### src/hw/rtl/tce_pkg.sv
// Package for the tiny instruction execute block.
// Holds the beat types, opcodes, codes and sizes shared by tce_seq_unit and the top level.
// Depends on nothing.
`default_nettype none

package tce_pkg;

    localparam int REG_COUNT     = 16;
    localparam int REG_IW        = $clog2(REG_COUNT);
    localparam int TABLE_ENTRIES = 3;
    localparam int TBL_DEPTH     = 3;
    localparam int TBL_IW        = $clog2(TBL_DEPTH);
    localparam int TBL_LIMIT     = (TABLE_ENTRIES < TBL_DEPTH) ? TABLE_ENTRIES : TBL_DEPTH;
    localparam int DATA_W        = 32;
    localparam int SEQ_STEPS     = DATA_W;
    localparam int SEQ_CW        = $clog2(SEQ_STEPS);
    localparam int CFG_IW        = 3;

    localparam logic [REG_IW-1:0] REG_TOTAL = REG_IW'(7);
    localparam logic [3:0]        CNT_MAX   = 4'hF;

    localparam logic [7:0] OP_MOV_RR = 8'h00;
    localparam logic [7:0] OP_MOV_RI = 8'h01;
    localparam logic [7:0] OP_CMP_RR = 8'h02;
    localparam logic [7:0] OP_CMP_RI = 8'h03;
    localparam logic [7:0] OP_ADD_RR = 8'h04;
    localparam logic [7:0] OP_SUB_RR = 8'h05;
    localparam logic [7:0] OP_MUL_RR = 8'h06;
    localparam logic [7:0] OP_DIV_RR = 8'h07;
    localparam logic [7:0] OP_JMP    = 8'h08;
    localparam logic [7:0] OP_JEQ    = 8'h09;
    localparam logic [7:0] OP_JNE    = 8'h0A;
    localparam logic [7:0] OP_JLT    = 8'h0D;
    localparam logic [7:0] OP_JGE    = 8'h0E;
    localparam logic [7:0] OP_LOAD   = 8'h0F;
    localparam logic [7:0] OP_ADD_RI = 8'h10;
    localparam logic [7:0] OP_SUB_RI = 8'h11;
    localparam logic [7:0] OP_HALT   = 8'hFF;

    localparam logic [2:0] ALU_NONE = 3'd0;
    localparam logic [2:0] ALU_ADD  = 3'd1;
    localparam logic [2:0] ALU_SUB  = 3'd2;
    localparam logic [2:0] ALU_MUL  = 3'd3;
    localparam logic [2:0] ALU_DIV  = 3'd4;
    localparam logic [2:0] ALU_CMP  = 3'd5;

    localparam logic [1:0] CMP_EQ = 2'd0;
    localparam logic [1:0] CMP_LT = 2'd1;
    localparam logic [1:0] CMP_GT = 2'd2;

    localparam logic [CFG_IW-1:0] CFG_TOTAL = CFG_IW'(0);
    localparam logic [CFG_IW-1:0] CFG_DIR0  = CFG_IW'(1);
    localparam logic [CFG_IW-1:0] CFG_DIR1  = CFG_IW'(2);
    localparam logic [CFG_IW-1:0] CFG_DIR2  = CFG_IW'(3);
    localparam logic [CFG_IW-1:0] CFG_DIST0 = CFG_IW'(4);
    localparam logic [CFG_IW-1:0] CFG_DIST1 = CFG_IW'(5);
    localparam logic [CFG_IW-1:0] CFG_DIST2 = CFG_IW'(6);

    typedef struct packed {
        logic [7:0] opcode;
        logic [3:0] field_x;
        logic [3:0] field_y;
    } t_in;

    typedef struct packed {
        logic [7:0]         next_fetch;
        logic [15:0]        program_counter;
        logic               zero_flag;
        logic               negative_flag;
        logic [2:0]         alu_signal;
        logic               main_write;
        logic [3:0]         main_index;
        logic signed [31:0] main_value;
        logic               counter_write;
        logic [3:0]         counter_index;
        logic [3:0]         counter_value;
        logic               halted;
    } t_out;

    typedef struct packed {
        logic              start;
        logic              is_div;
        logic [DATA_W-1:0] a;
        logic [DATA_W-1:0] b;
    } t_seq_req;

    typedef struct packed {
        logic              done;
        logic [DATA_W-1:0] result;
    } t_seq_rsp;

endpackage

`default_nettype wire

### src/hw/rtl/tce_seq_unit.sv
// Iterative multiply / signed divide unit, one bit per cycle over a shared 33-bit adder.
// Depends on tce_pkg.
`default_nettype none

module tce_seq_unit (
    input  wire logic              i_clk,
    input  wire logic              i_rst_n,
    input  wire tce_pkg::t_seq_req i_req,
    output tce_pkg::t_seq_rsp      o_rsp
);
    import tce_pkg::*;

    logic [DATA_W-1:0] r_acc;
    logic [DATA_W-1:0] r_sh;
    logic [DATA_W-1:0] r_opd;
    logic [SEQ_CW-1:0] r_cnt;
    logic              r_busy;
    logic              r_done;
    logic              r_div;
    logic              r_neg;
    logic              r_zero;

    logic [DATA_W:0]   w_rem_sh;
    logic [DATA_W:0]   w_add_a;
    logic [DATA_W:0]   w_add_b;
    logic [DATA_W:0]   w_sum;

    assign w_rem_sh = {r_acc, r_sh[DATA_W-1]};
    assign w_add_a  = r_div ? w_rem_sh : {1'b0, r_acc};
    assign w_add_b  = r_div ? ~{1'b0, r_opd} :
                      {1'b0, (r_sh[0] ? r_opd : {DATA_W{1'b0}})};
    assign w_sum    = w_add_a + w_add_b + {{DATA_W{1'b0}}, r_div};

    always_ff @(posedge i_clk) begin
        if (!i_rst_n) begin
            r_busy <= 1'b0;
            r_done <= 1'b0;
            r_cnt  <= '0;
        end else begin
            r_done <= r_busy && (r_cnt == SEQ_CW'(SEQ_STEPS - 1));
            if (i_req.start) begin
                r_busy <= 1'b1;
                r_cnt  <= '0;
            end else if (r_busy) begin
                r_cnt <= r_cnt + SEQ_CW'(1);
                if (r_cnt == SEQ_CW'(SEQ_STEPS - 1)) begin
                    r_busy <= 1'b0;
                end
            end
        end
    end

    always_ff @(posedge i_clk) begin
        if (i_req.start) begin
            r_div  <= i_req.is_div;
            r_acc  <= '0;
            r_neg  <= i_req.a[DATA_W-1] ^ i_req.b[DATA_W-1];
            r_zero <= (i_req.b == '0);
            if (i_req.is_div) begin
                r_sh  <= i_req.a[DATA_W-1] ? (~i_req.a + DATA_W'(1)) : i_req.a;
                r_opd <= i_req.b[DATA_W-1] ? (~i_req.b + DATA_W'(1)) : i_req.b;
            end else begin
                r_sh  <= i_req.b;
                r_opd <= i_req.a;
            end
        end else if (r_busy) begin
            if (r_div) begin
                if (!w_sum[DATA_W]) begin
                    r_acc <= w_sum[DATA_W-1:0];
                    r_sh  <= {r_sh[DATA_W-2:0], 1'b1};
                end else begin
                    r_acc <= w_rem_sh[DATA_W-1:0];
                    r_sh  <= {r_sh[DATA_W-2:0], 1'b0};
                end
            end else begin
                r_acc <= w_sum[DATA_W-1:0];
                r_sh  <= r_sh >> 1;
                r_opd <= r_opd << 1;
            end
        end
    end

    always_comb begin
        o_rsp.done = r_done;
        if (!r_div) begin
            o_rsp.result = r_acc;
        end else if (r_zero) begin
            o_rsp.result = '0;
        end else if (r_neg) begin
            o_rsp.result = ~r_sh + DATA_W'(1);
        end else begin
            o_rsp.result = r_sh;
        end
    end

endmodule

`default_nettype wire

### src/hw/rtl/tiny_cpu_instruction_execute_top.sv
// Top level of the tiny instruction execute block: register file, decode, sequencer.
// Depends on tce_pkg and tce_seq_unit.
//
//   channel | direction | handshake                 | beat
//   in      | input     | i_in_valid / o_in_stall   | tce_pkg::t_in
//   out     | output    | o_out_valid / i_out_stall | tce_pkg::t_out
//   cfg     | input     | i_cfg_we                  | i_cfg_index, i_cfg_data
//
// Each instruction steps through accept, execute, counter write-back, main write-back and
// result load, and the next is not accepted before the result load; the result beat becomes valid at the result load.
// mul and div wait between execute and counter write-back for the bit-serial multiply/divide unit.
// Reset is synchronous and clears the control state and the register valid bits; no clearing pass is needed.
// A stalled result beat holds in the output register; the next instruction may be accepted
// and run meanwhile, and waits at its end until the output register frees.
`default_nettype none

module tiny_cpu_instruction_execute_top (
    input  wire logic                        i_clk,
    input  wire logic                        i_rst_n,
    input  wire logic                        i_in_valid,
    output logic                             o_in_stall,
    input  wire tce_pkg::t_in                i_in_data,
    output logic                             o_out_valid,
    input  wire logic                        i_out_stall,
    output tce_pkg::t_out                    o_out_data,
    input  wire logic                        i_cfg_we,
    input  wire logic [tce_pkg::CFG_IW-1:0]  i_cfg_index,
    input  wire logic [tce_pkg::DATA_W-1:0]  i_cfg_data
);
    import tce_pkg::*;

    typedef enum logic [5:0] {
        S_IDLE = 6'b000001,
        S_EXEC = 6'b000010,
        S_ITER = 6'b000100,
        S_WBC  = 6'b001000,
        S_WBM  = 6'b010000,
        S_DONE = 6'b100000
    } t_state;

    t_state r_state, n_state;

    logic [DATA_W-1:0] r_total;
    logic [1:0]        r_dir  [TBL_DEPTH];
    logic [15:0]       r_dist [TBL_DEPTH];

    logic [DATA_W-1:0] r_rf [REG_COUNT];
    logic [REG_COUNT-1:0] r_rf_vld;
    logic [DATA_W-1:0] r_rd_a, r_rd_b;
    logic              r_a_vld, r_b_vld;

    t_in               r_instr;
    t_out              r_res, n_res;
    t_out              r_out;
    logic              r_out_valid;

    logic [15:0]       r_pc, n_pc;
    logic [1:0]        r_cmp, n_cmp;
    logic              r_toggle, n_toggle;
    logic [3:0]        r_dir_cnt, n_dir_cnt;
    logic [3:0]        r_dist_cnt, n_dist_cnt;
    logic              r_halt, n_halt;
    logic              n_iter;

    logic              w_in_acc;
    logic              w_out_load;
    logic [DATA_W-1:0] w_a, w_b, w_imm;
    logic [DATA_W-1:0] w_cmp_b, w_add_b, w_add;
    logic              w_sub;
    logic [1:0]        w_code;
    logic              w_rf_we;
    logic [REG_IW-1:0] w_rf_wa;
    logic [DATA_W-1:0] w_rf_wd;

    t_seq_req          w_req;
    t_seq_rsp          w_rsp;

    tce_seq_unit u_seq (
        .i_clk   (i_clk),
        .i_rst_n (i_rst_n),
        .i_req   (w_req),
        .o_rsp   (w_rsp)
    );

    assign o_in_stall  = (r_state != S_IDLE);
    assign w_in_acc    = i_in_valid && (r_state == S_IDLE);
    assign o_out_valid = r_out_valid;
    assign o_out_data  = r_out;
    assign w_out_load  = (r_state == S_DONE) && (!r_out_valid || !i_out_stall);

    // register 7 falls back to the total distance setting until written
    assign w_a = r_a_vld ? r_rd_a :
                 ((r_instr.field_x == REG_TOTAL) ? r_total : '0);
    assign w_b = r_b_vld ? r_rd_b :
                 ((r_instr.field_y == REG_TOTAL) ? r_total : '0);
    assign w_imm = {{(DATA_W-4){1'b0}}, r_instr.field_y};

    assign w_cmp_b = (r_instr.opcode == OP_CMP_RI) ? w_imm : w_b;
    assign w_code  = (w_a == w_cmp_b) ? CMP_EQ :
                     (($signed(w_a) < $signed(w_cmp_b)) ? CMP_LT : CMP_GT);
    assign w_sub   = (r_instr.opcode == OP_SUB_RR) || (r_instr.opcode == OP_SUB_RI);
    assign w_add_b = ((r_instr.opcode == OP_ADD_RI) || (r_instr.opcode == OP_SUB_RI)) ?
                     w_imm : w_b;
    assign w_add   = w_a + (w_sub ? ~w_add_b : w_add_b) + {{(DATA_W-1){1'b0}}, w_sub};

    assign w_req.start  = (r_state == S_EXEC) && n_iter;
    assign w_req.is_div = (r_instr.opcode == OP_DIV_RR);
    assign w_req.a      = w_a;
    assign w_req.b      = w_b;

    always_comb begin
        logic jump;
        logic [3:0] cv;
        jump       = 1'b0;
        cv         = '0;
        n_iter     = 1'b0;
        n_pc       = r_pc;
        n_cmp      = r_cmp;
        n_toggle   = r_toggle;
        n_dir_cnt  = r_dir_cnt;
        n_dist_cnt = r_dist_cnt;
        n_halt     = r_halt;
        n_res      = '0;
        if (!r_halt) begin
            n_pc = r_pc + 16'd1;
            unique case (r_instr.opcode) inside
                OP_HALT: n_halt = 1'b1;
                OP_MOV_RR, OP_MOV_RI: begin
                    n_res.main_write = 1'b1;
                    n_res.main_index = r_instr.field_x;
                    n_res.main_value = (r_instr.opcode == OP_MOV_RI) ? w_imm : w_b;
                end
                OP_CMP_RR, OP_CMP_RI: begin
                    n_cmp               = w_code;
                    n_res.alu_signal    = ALU_CMP;
                    n_res.zero_flag     = (w_code == CMP_EQ);
                    n_res.negative_flag = (w_code == CMP_LT);
                end
                OP_ADD_RR, OP_ADD_RI, OP_SUB_RR, OP_SUB_RI: begin
                    n_res.main_write = 1'b1;
                    n_res.main_index = r_instr.field_x;
                    n_res.main_value = w_add;
                    n_res.alu_signal = w_sub ? ALU_SUB : ALU_ADD;
                end
                OP_MUL_RR, OP_DIV_RR: begin
                    n_iter           = 1'b1;
                    n_res.main_write = 1'b1;
                    n_res.main_index = r_instr.field_x;
                    n_res.alu_signal = (r_instr.opcode == OP_DIV_RR) ? ALU_DIV : ALU_MUL;
                end
                OP_JMP: jump = 1'b1;
                OP_JEQ: jump = (r_cmp == CMP_EQ);
                OP_JNE: jump = (r_cmp != CMP_EQ);
                OP_JLT: jump = (r_cmp == CMP_LT);
                OP_JGE: jump = (r_cmp == CMP_EQ) || (r_cmp == CMP_GT);
                OP_LOAD: begin
                    n_res.main_write    = 1'b1;
                    n_res.main_index    = r_instr.field_x;
                    n_res.counter_write = 1'b1;
                    n_res.counter_index = r_instr.field_y;
                    n_toggle            = ~r_toggle;
                    if (!r_toggle) begin
                        cv = r_dir_cnt;
                        if (cv < 4'(TBL_LIMIT)) begin
                            n_res.main_value = {{(DATA_W-2){1'b0}}, r_dir[cv[TBL_IW-1:0]]};
                        end
                        if (r_dir_cnt != CNT_MAX) begin
                            n_dir_cnt = r_dir_cnt + 4'd1;
                        end
                    end else begin
                        cv = r_dist_cnt;
                        if (cv < 4'(TBL_LIMIT)) begin
                            n_res.main_value = {{(DATA_W-16){1'b0}}, r_dist[cv[TBL_IW-1:0]]};
                        end
                        if (r_dist_cnt != CNT_MAX) begin
                            n_dist_cnt = r_dist_cnt + 4'd1;
                        end
                    end
                    n_res.counter_value = cv;
                end
                default: ;
            endcase
            if (jump) begin
                n_pc = {8'h00, r_instr.field_x, r_instr.field_y} + 16'd1;
            end
        end
        n_res.program_counter = n_pc;
        n_res.next_fetch      = 8'(n_pc - 16'd1);
        n_res.halted          = n_halt;
    end

    always_comb begin
        n_state = r_state;
        unique case (r_state)
            S_IDLE: if (w_in_acc) n_state = S_EXEC;
            S_EXEC: n_state = n_iter ? S_ITER : S_WBC;
            S_ITER: if (w_rsp.done) n_state = S_WBC;
            S_WBC:  n_state = S_WBM;
            S_WBM:  n_state = S_DONE;
            S_DONE: if (w_out_load) n_state = S_IDLE;
            default: n_state = S_IDLE;
        endcase
    end

    // counter write lands first, main write second
    always_comb begin
        w_rf_we = 1'b0;
        w_rf_wa = r_res.main_index;
        w_rf_wd = r_res.main_value;
        if (r_state == S_WBC) begin
            w_rf_we = r_res.counter_write;
            w_rf_wa = r_res.counter_index;
            w_rf_wd = {{(DATA_W-4){1'b0}}, r_res.counter_value};
        end else if (r_state == S_WBM) begin
            w_rf_we = r_res.main_write;
        end
    end

    always_ff @(posedge i_clk) begin
        if (!i_rst_n) begin
            r_state     <= S_IDLE;
            r_out_valid <= 1'b0;
            r_pc        <= 16'd1;
            r_cmp       <= CMP_EQ;
            r_toggle    <= 1'b0;
            r_dir_cnt   <= '0;
            r_dist_cnt  <= '0;
            r_halt      <= 1'b0;
            r_rf_vld    <= '0;
            r_total     <= '0;
            for (int i = 0; i < TBL_DEPTH; i++) begin
                r_dir[i]  <= '0;
                r_dist[i] <= '0;
            end
        end else begin
            r_state <= n_state;
            if (w_out_load) begin
                r_out_valid <= 1'b1;
            end else if (!i_out_stall) begin
                r_out_valid <= 1'b0;
            end
            if (r_state == S_EXEC) begin
                r_pc       <= n_pc;
                r_cmp      <= n_cmp;
                r_toggle   <= n_toggle;
                r_dir_cnt  <= n_dir_cnt;
                r_dist_cnt <= n_dist_cnt;
                r_halt     <= n_halt;
            end
            if (w_rf_we) begin
                r_rf_vld[w_rf_wa] <= 1'b1;
            end
            if (i_cfg_we) begin
                unique case (i_cfg_index)
                    CFG_TOTAL: r_total   <= i_cfg_data;
                    CFG_DIR0:  r_dir[0]  <= i_cfg_data[1:0];
                    CFG_DIR1:  r_dir[1]  <= i_cfg_data[1:0];
                    CFG_DIR2:  r_dir[2]  <= i_cfg_data[1:0];
                    CFG_DIST0: r_dist[0] <= i_cfg_data[15:0];
                    CFG_DIST1: r_dist[1] <= i_cfg_data[15:0];
                    CFG_DIST2: r_dist[2] <= i_cfg_data[15:0];
                    default: ;
                endcase
            end
        end
    end

    always_ff @(posedge i_clk) begin
        if (w_in_acc) begin
            r_instr <= i_in_data;
            r_rd_a  <= r_rf[i_in_data.field_x];
            r_rd_b  <= r_rf[i_in_data.field_y];
            r_a_vld <= r_rf_vld[i_in_data.field_x];
            r_b_vld <= r_rf_vld[i_in_data.field_y];
        end
        if (w_rf_we) begin
            r_rf[w_rf_wa] <= w_rf_wd;
        end
    end

    always_ff @(posedge i_clk) begin
        if (r_state == S_EXEC) begin
            r_res <= n_res;
        end else if ((r_state == S_ITER) && w_rsp.done) begin
            r_res.main_value <= w_rsp.result;
        end
        if (w_out_load) begin
            r_out <= r_res;
        end
    end

endmodule

`default_nettype wire
### config.mk
export PLATFORM = sky130hd
export DESIGN_NAME = tiny_cpu_instruction_execute_top
export DESIGN_NICKNAME = d
export VERILOG_FILES = /design/src/hw/rtl/tce_pkg.sv /design/src/hw/rtl/tce_seq_unit.sv /design/src/hw/rtl/tiny_cpu_instruction_execute_top.sv
export SDC_FILE = /design/constraint.sdc
export NUM_CORES = 2
export LEC_CHECK = 0
export BUFFER_PORTS_ARGS = -buffer_cell sky130_fd_sc_hd__buf_2
export CORE_MARGIN = 4
export CORE_UTILIZATION = 68
export CTS_BUF_LIST = sky130_fd_sc_hd__clkbuf_8 sky130_fd_sc_hd__clkbuf_16
export DETAILED_ROUTE_END_ITERATION = 12
export GPL_TIMING_DRIVEN = 1
export PLACE_DENSITY = 0.86
export REMOVE_ABC_BUFFERS = 1
export SYNTH_ARGS = -nofsm -noshare
export SYNTH_HDL_FRONTEND = slang
export SYNTH_SLANG_ARGS = --single-unit
### constraint.sdc
create_clock -name i_clk -period 9.65 [get_ports i_clk]
set_clock_uncertainty 0.2 [all_clocks]
set_input_delay 1.93 -clock i_clk [delete_from_list [all_inputs] [get_ports i_clk]]
set_output_delay 1.93 -clock i_clk [all_outputs]
set_load 0.02 [all_outputs]
* Word level (Yosys, flattened, before mapping)
Memories as Yosys holds them, arrays and structs flattened. A register that Yosys moved wholly into a read port is not among the register bits.
Index checks and enable logic that the tools add are counted.
** Storage, ports and cells
- Logic and storage cells :: 276
- Bits in latches :: 0
- Bits in writable memories :: 566
- Input bits :: 56
- ROM bits :: 0
- Memories :: 3
- Flip-flop bits (word level) :: 359
- Output and inout port bits :: 78
** Memory list
- r_rf :: words 16, width 32, read ports 2, clocked after memory_dff 2, write ports 1, RTL line tiny_cpu_instruction_execute_top.sv:47 : logic [DATA_W-1:0] r_rf [REG_COUNT];
- r_dist :: words 3, width 16, read ports 1, clocked after memory_dff 1, write ports 3, RTL line tiny_cpu_instruction_execute_top.sv:45 : logic [15:0] r_dist [TBL_DEPTH];
- r_dir :: words 3, width 2, read ports 1, clocked after memory_dff 1, write ports 3, RTL line tiny_cpu_instruction_execute_top.sv:44 : logic [1:0] r_dir [TBL_DEPTH];
** Cells by class
- $mul :: 0
- Shift-type cells :: 0
- Eq/ne operators :: 43
- Bitwise logic cells :: 19
- Mux-type cells :: 107
- Order comparisons :: 7
- Reduce and logical (&&, ||, !) cells :: 36
- Add/subtract/negate cells :: 13
- Divide/modulo/power cells :: 0
** Operators by type and width (count)
- 2-to-1 mux 32 bit :: 28
- inverter 32 bit :: 4
- adder 32 x 1 -> 32 bit, second input constant :: 3
- 2-to-1 mux 16 bit :: 6
- one-hot mux 32 bit (3 select lines) :: 1
- 2-to-1 mux 33 bit :: 2
- equality test 8 x 4 -> 1 bit, second input constant :: 6
- 2-to-1 mux 1 bit :: 43
- 2-to-1 mux 41 bit :: 1
- one-hot mux 6 bit (6 select lines) :: 1
- adder 33 x 1 -> 33 bit :: 1
- adder 33 bit :: 1
- inverter 32 -> 33 bit :: 1
- adder 32 x 1 -> 32 bit :: 1
- adder 32 bit :: 1
- equality test 32 bit :: 1
- equality test 8 x 3 -> 1 bit, second input constant :: 4
- zero test 32 bit :: 1
- < comparator 32 bit :: 1
- 2-to-1 mux 2 bit :: 11
- 2-to-1 mux 6 bit :: 3
- adder 16 x 1 -> 16 bit, second input constant :: 1
- equality test 8 x 2 -> 1 bit, second input constant :: 2
- equality test 8 x 5 -> 1 bit, second input constant :: 2
- other kinds (51) :: 99

* Depth between registers and ports, before layout
- Depth in word-level cells :: 11
- Gate-level depth with buffers :: 20
- Mapped depth without buffers :: 18

* Hierarchy
Synthesis repeated with hierarchy kept, for this count alone.
** Unflattened totals
- Cells, all modules :: 3828
- Area total of the unflattened synthesis :: 51125.3 um2
** Modules (own cells, without submodules)
- tiny_cpu_instruction_execute_top :: sequential area each 25764.7 um2, instances 1, area an instance 41379.7 um2, cells an instance 2595
- tce_seq_unit :: sequential area each 2792.7 um2, instances 1, area an instance 9745.6 um2, cells an instance 1233

* Worst setup path before layout
OpenSTA, ideal clock, no wires.
- Kind :: input port to flip-flop
- Start point :: input i_out_stall
- End point :: register r_out, in the netlist o_out_data[0], enable pin
- Setup slack :: 3.282 ns
- Buffers on the path :: 0
- Arrival :: 5.633 ns
- Setup time :: 0.535 ns
- Required time :: 8.915 ns
- Cell stages on the path :: 1
- Cell sequence :: a21oi_1
** On the way
- Longest elaborated chain between the ends :: 3
** RTL lines
- from (decl) :: RTL line tiny_cpu_instruction_execute_top.sv:24 : input wire logic i_out_stall,
- zero test 1 bit
- logical OR 1 bit :: RTL line tiny_cpu_instruction_execute_top.sv:89 : assign w_out_load = (r_state == S_DONE) && (!r_out_valid || !i_out_stall);
- logical AND 1 bit :: RTL line tiny_cpu_instruction_execute_top.sv:89
- to (signal assigned) :: RTL line tiny_cpu_instruction_execute_top.sv:288 : r_out <= r_res;
- to (decl) :: RTL line tiny_cpu_instruction_execute_top.sv:54 : t_out r_out;
Every way passes these cells.
A chain may end at the register's enable or synchronous reset.

* Worst setup path after layout
- Start point :: register r_instr[1] (netlist name)
- End point :: register r_res[40] (netlist name) (data pin)
** On the way
- Longest elaborated chain between the ends :: 11
- Elaborated cells on any way between the ends :: 12
- Classes of those cells :: add/sub (2); eq/ne (1); mux (8); bitwise (1)
** RTL lines
- from (decl) :: RTL line tiny_cpu_instruction_execute_top.sv:52 : t_in r_instr;
- from (signal assigned) :: RTL line tiny_cpu_instruction_execute_top.sv:270 : r_instr <= i_in_data;
- equality test 4 x 3 -> 1 bit :: RTL line tiny_cpu_instruction_execute_top.sv:95 : ((r_instr.field_y == REG_TOTAL) ? r_total : '0);
- 2-to-1 mux 32 bit :: RTL line tiny_cpu_instruction_execute_top.sv:95
- 2-to-1 mux 32 bit :: RTL line tiny_cpu_instruction_execute_top.sv:94 : assign w_b = r_b_vld ? r_rd_b :
- 2-to-1 mux 32 bit :: RTL line tiny_cpu_instruction_execute_top.sv:102 : assign w_add_b = ((r_instr.opcode == OP_ADD_RI) || (r_instr.opcode == OP_SUB_RI)) ?
- inverter 32 bit :: RTL line tiny_cpu_instruction_execute_top.sv:104 : assign w_add = w_a + (w_sub ? ~w_add_b : w_add_b) + {{(DATA_W-1){1'b0}}, w_sub};
- 2-to-1 mux 32 bit :: RTL line tiny_cpu_instruction_execute_top.sv:104
- adder 32 bit :: RTL line tiny_cpu_instruction_execute_top.sv:104
- adder 32 x 1 -> 32 bit :: RTL line tiny_cpu_instruction_execute_top.sv:104
- one-hot mux 32 bit (3 select lines) * :: RTL line tiny_cpu_instruction_execute_top.sv:126 : unique case (r_instr.opcode) inside
- 2-to-1 mux 41 bit * :: RTL line tiny_cpu_instruction_execute_top.sv:124 : if (!r_halt) begin
- 2-to-1 mux 32 bit * :: RTL line tiny_cpu_instruction_execute_top.sv:282 : if (r_state == S_EXEC) begin
- to (signal assigned) :: RTL line tiny_cpu_instruction_execute_top.sv:283 : r_res <= n_res;
- to (decl) :: RTL line tiny_cpu_instruction_execute_top.sv:53 : t_out r_res, n_res;
Every way passes the cells marked *; elsewhere a longest branch is shown, timed or not.

==> results.ini <==
[setup_path]
crit_required_ns=9.85
cp-end-kind=flip-flop
worstPathArrival_ns=5.88
cp-start-kind=flip-flop
crit_chain=ha_1 -> and3b_1 -> buf_4 -> a22oi_1 -> a21oi_1 -> xnor2_1 -> ha_1 -> nor2b_1 -> o21a_1 -> o21ai_0 -> a21oi_1 -> nor2_1 -> o21ai_0 -> o41ai_1 -> nor4_1 -> a211o_1
worstPathMaxFanout=21
cp_slowest_cell=a22oi_1
slowest_delay_ns=0.71
criticalPathCategory=reg2reg

[power]
p_per_area_nw_per_um2=183
peakVddDrop_v=0.000183
leakage_uw=0.0199

[placement]
routabilityCongestion=0.996
preCtsSetupSlack_ns=4.20
dp_hpwl_um=101000
port_buffers=133

[clock_tree]
cts_root_buf=clkbuf_16
cts-resized-gates=0
path_clk_slew_ns=0.07
hold_buffers=0
post-cts-setup-buffers=0
cts-buffers-inserted=98
cts.sinks=993
htree_levels=3
clockBufferDepth=3
clk_latency_ns=0.72
cts_tree=built

[timing]
period_needed_ns=5.67
setup_viol=0
setup_ws_ns=3.98
tns_ns=0
min_period_over_period=0.588
holdWs_ns=0.216
max_freq_ghz=0.176
relSlewSlack=0.103
hold_viol_final=0
finalMaxSlewViolations=0
worstMarginPinSlew_ns=1.34
rsz0062_at_grt=false

[global_route]
grt_pass1_vias=37400
grt_pass1_wl_um=252000
grt_max_degree=86
track_usage=0.420
antenna_found_initial=11
overflow=0

[synth]
syn_area_um2=51600
synth_edf_count=867
synth_flop_cell=edfxtp_1
ys_ff_latch=993
yosys.area.top_type=edfxtp_1
ys_seq_area_frac=0.553
synth.distinct_cells=82
avgSynthCellArea_um2=13.1
synth_warnings=0
synth.area.top_cells=edfxtp_1 (50%), mux4_2 (14%), dfxtp_1 (4.9%)
yosysMostFrequentCell=edfxtp_1
async_flop_share=0
yosys.area.top_type_share=0.504
synthTopCellsByCount=edfxtp_1 (867), nand2_1 (406), mux4_2 (330)
synthCells=3937

[routing]
drt_pass1_iterations=7
drt_wl_total_um=170000
via_per_inst=7.61
dr_total_vias=38500
drtIter0Drc=7108
drc=0
routedWlPerCell_um=33.6
antenna_left=0

[final_layout]
drive_above_1_share=0.191
fin_nets=4174
n_fill_cell=4165
area_delta_synth_final_pct=9.65

[status]
status=complete, no violations

[hold_path]
hold_class=reg2reg

[flow_run]
cap_violations=0

[die]
core-area_um2=74800
die_x_um=283
die_h_um=283
start_util=0.690
dieArea_um2=80400
pin_count=134
rows=100

==> flip-flops by register name, summed over array words and instances (netlist names), 2 cells and up, named ones only <==
signal	cells
r_res	76
r_total	32
u_seq.r_acc	32
r_rd_a	32
u_seq.r_cnt	5
r_rf	512
r_cmp	2
r_dist_cnt	4
r_pc	16
r_rd_b	32
r_dir	6
o_out_data	76
r_instr	16
r_rf_vld	16
u_seq.r_opd	32
r_state	6
u_seq.r_sh	32
r_dir_cnt	4
r_dist	48
==> per-stage QoR <==
stage / std cells / power (uW) / util / cell area (um2)
floorplan: 3696 / 5950 / - / 50700
global placement: 4876 / 6410 / 0.713 / 53400
detailed placement: 4876 / 6440 / 0.713 / 53400
CTS: 5058 / 10300 / 0.756 / 56600
global route: 5058 / 10700 / 0.756 / 56600
finish: 5062 / 10400 / 0.756 / 56600
==> worst paths after layout <==
path | start | endpoint | slack (ns) | cells after the start
worst max-delay path | r_instr[1] | r_res[40] | 3.98 | 16
worst min-delay path | r_res[75] | o_out_data[75] | 0.22 | 0
worst max register to register | r_instr[1] | r_res[40] | 3.98 | 16
worst min register to register | r_res[75] | o_out_data[75] | 0.22 | 0
==> placed cells by master (no fill, tap or decap), types with 17 or more instances in the layout <==
master / instances
clkinv_2: 17
nand2b_1: 19
nor2b_1: 25
nand4_1: 31
a31oi_1: 42
and3_1: 25
nor3_1: 37
edfxtp_1: 867
xor2_1: 61
o22ai_1: 23
clkbuf_16: 99
mux2_2: 25
and2_1: 62
nand3_1: 54
a21o_1: 44
xnor2_1: 104
a211oi_1: 17
a21oi_1: 205
inv_1: 97
o31ai_1: 23
o211ai_1: 40
nor2_1: 237
mux2i_1: 120
buf_2: 129
a22oi_1: 53
mux4_2: 330
o21ai_0: 254
ha_1: 108
dfxtp_1: 125
o21a_1: 22
nand2_1: 406
o21ai_1: 30
buf_4: 80
==> critical path, delay by kind of cell, from the launching register on <==
family                     cells  cell delay [ns]
AOI/OAI and AO/OA              8             2.83
xor gates and xnor gates       1             0.17
adders and majority gates      2             0.73
buffers and inverters          1             0.23
DFF                            1             0.54
and+or+nand+nor                4             0.69
==> cell families (layout without fill, tap and decap cells) <==
family / after synthesis / in the layout / share of synthesized area
AND/OR/NAND/NOR: 1001 / 1001 / 0.0895
XOR/XNOR: 165 / 165 / 0.0280
buffers and inverters: 321 / 473 / 0.0238
other: 0 / 4 / 0
adder cells (fa/ha/maj): 111 / 111 / 0.0273
flip-flops: 993 / 993 / 0.553
AO/OA/AOI/OAI: 870 / 870 / 0.105
multiplexers: 476 / 476 / 0.173
==> metal layers <==
layer	GRT usage	vias to the layer above	share of wire	routed length (um)
met1	0.538	18300	0.33	55400
met5	0	-	0.00048	81
met3	0.130	1022	0.15	24700
met2	0.644	3711	0.45	76900
met4	0.239	12	0.076	13000
li1	-	15500	-	-
==> final cells by class <==
class,instances,area (um2),share of cell area
antenna,4,10.0,0.000177
inverter,80,300,0.00531
sequential,993,28600,0.505
multi-input combinational,2623,22000,0.389
clock inverter,75,636,0.0112
timing repair buffer,211,1270,0.0225
clock buffer,107,2590,0.0457
tap,969,1210,0.0214
==> report_power, final <==
group	leakage [uW]	internal, uW	total [uW]	switching [uW]
clock network	0.00164	2110	3930	1820
registers	0.00891	4800	4940	141
logic	0.00931	575	1510	931
No activity file was read; power rests on OpenSTA's default activity.
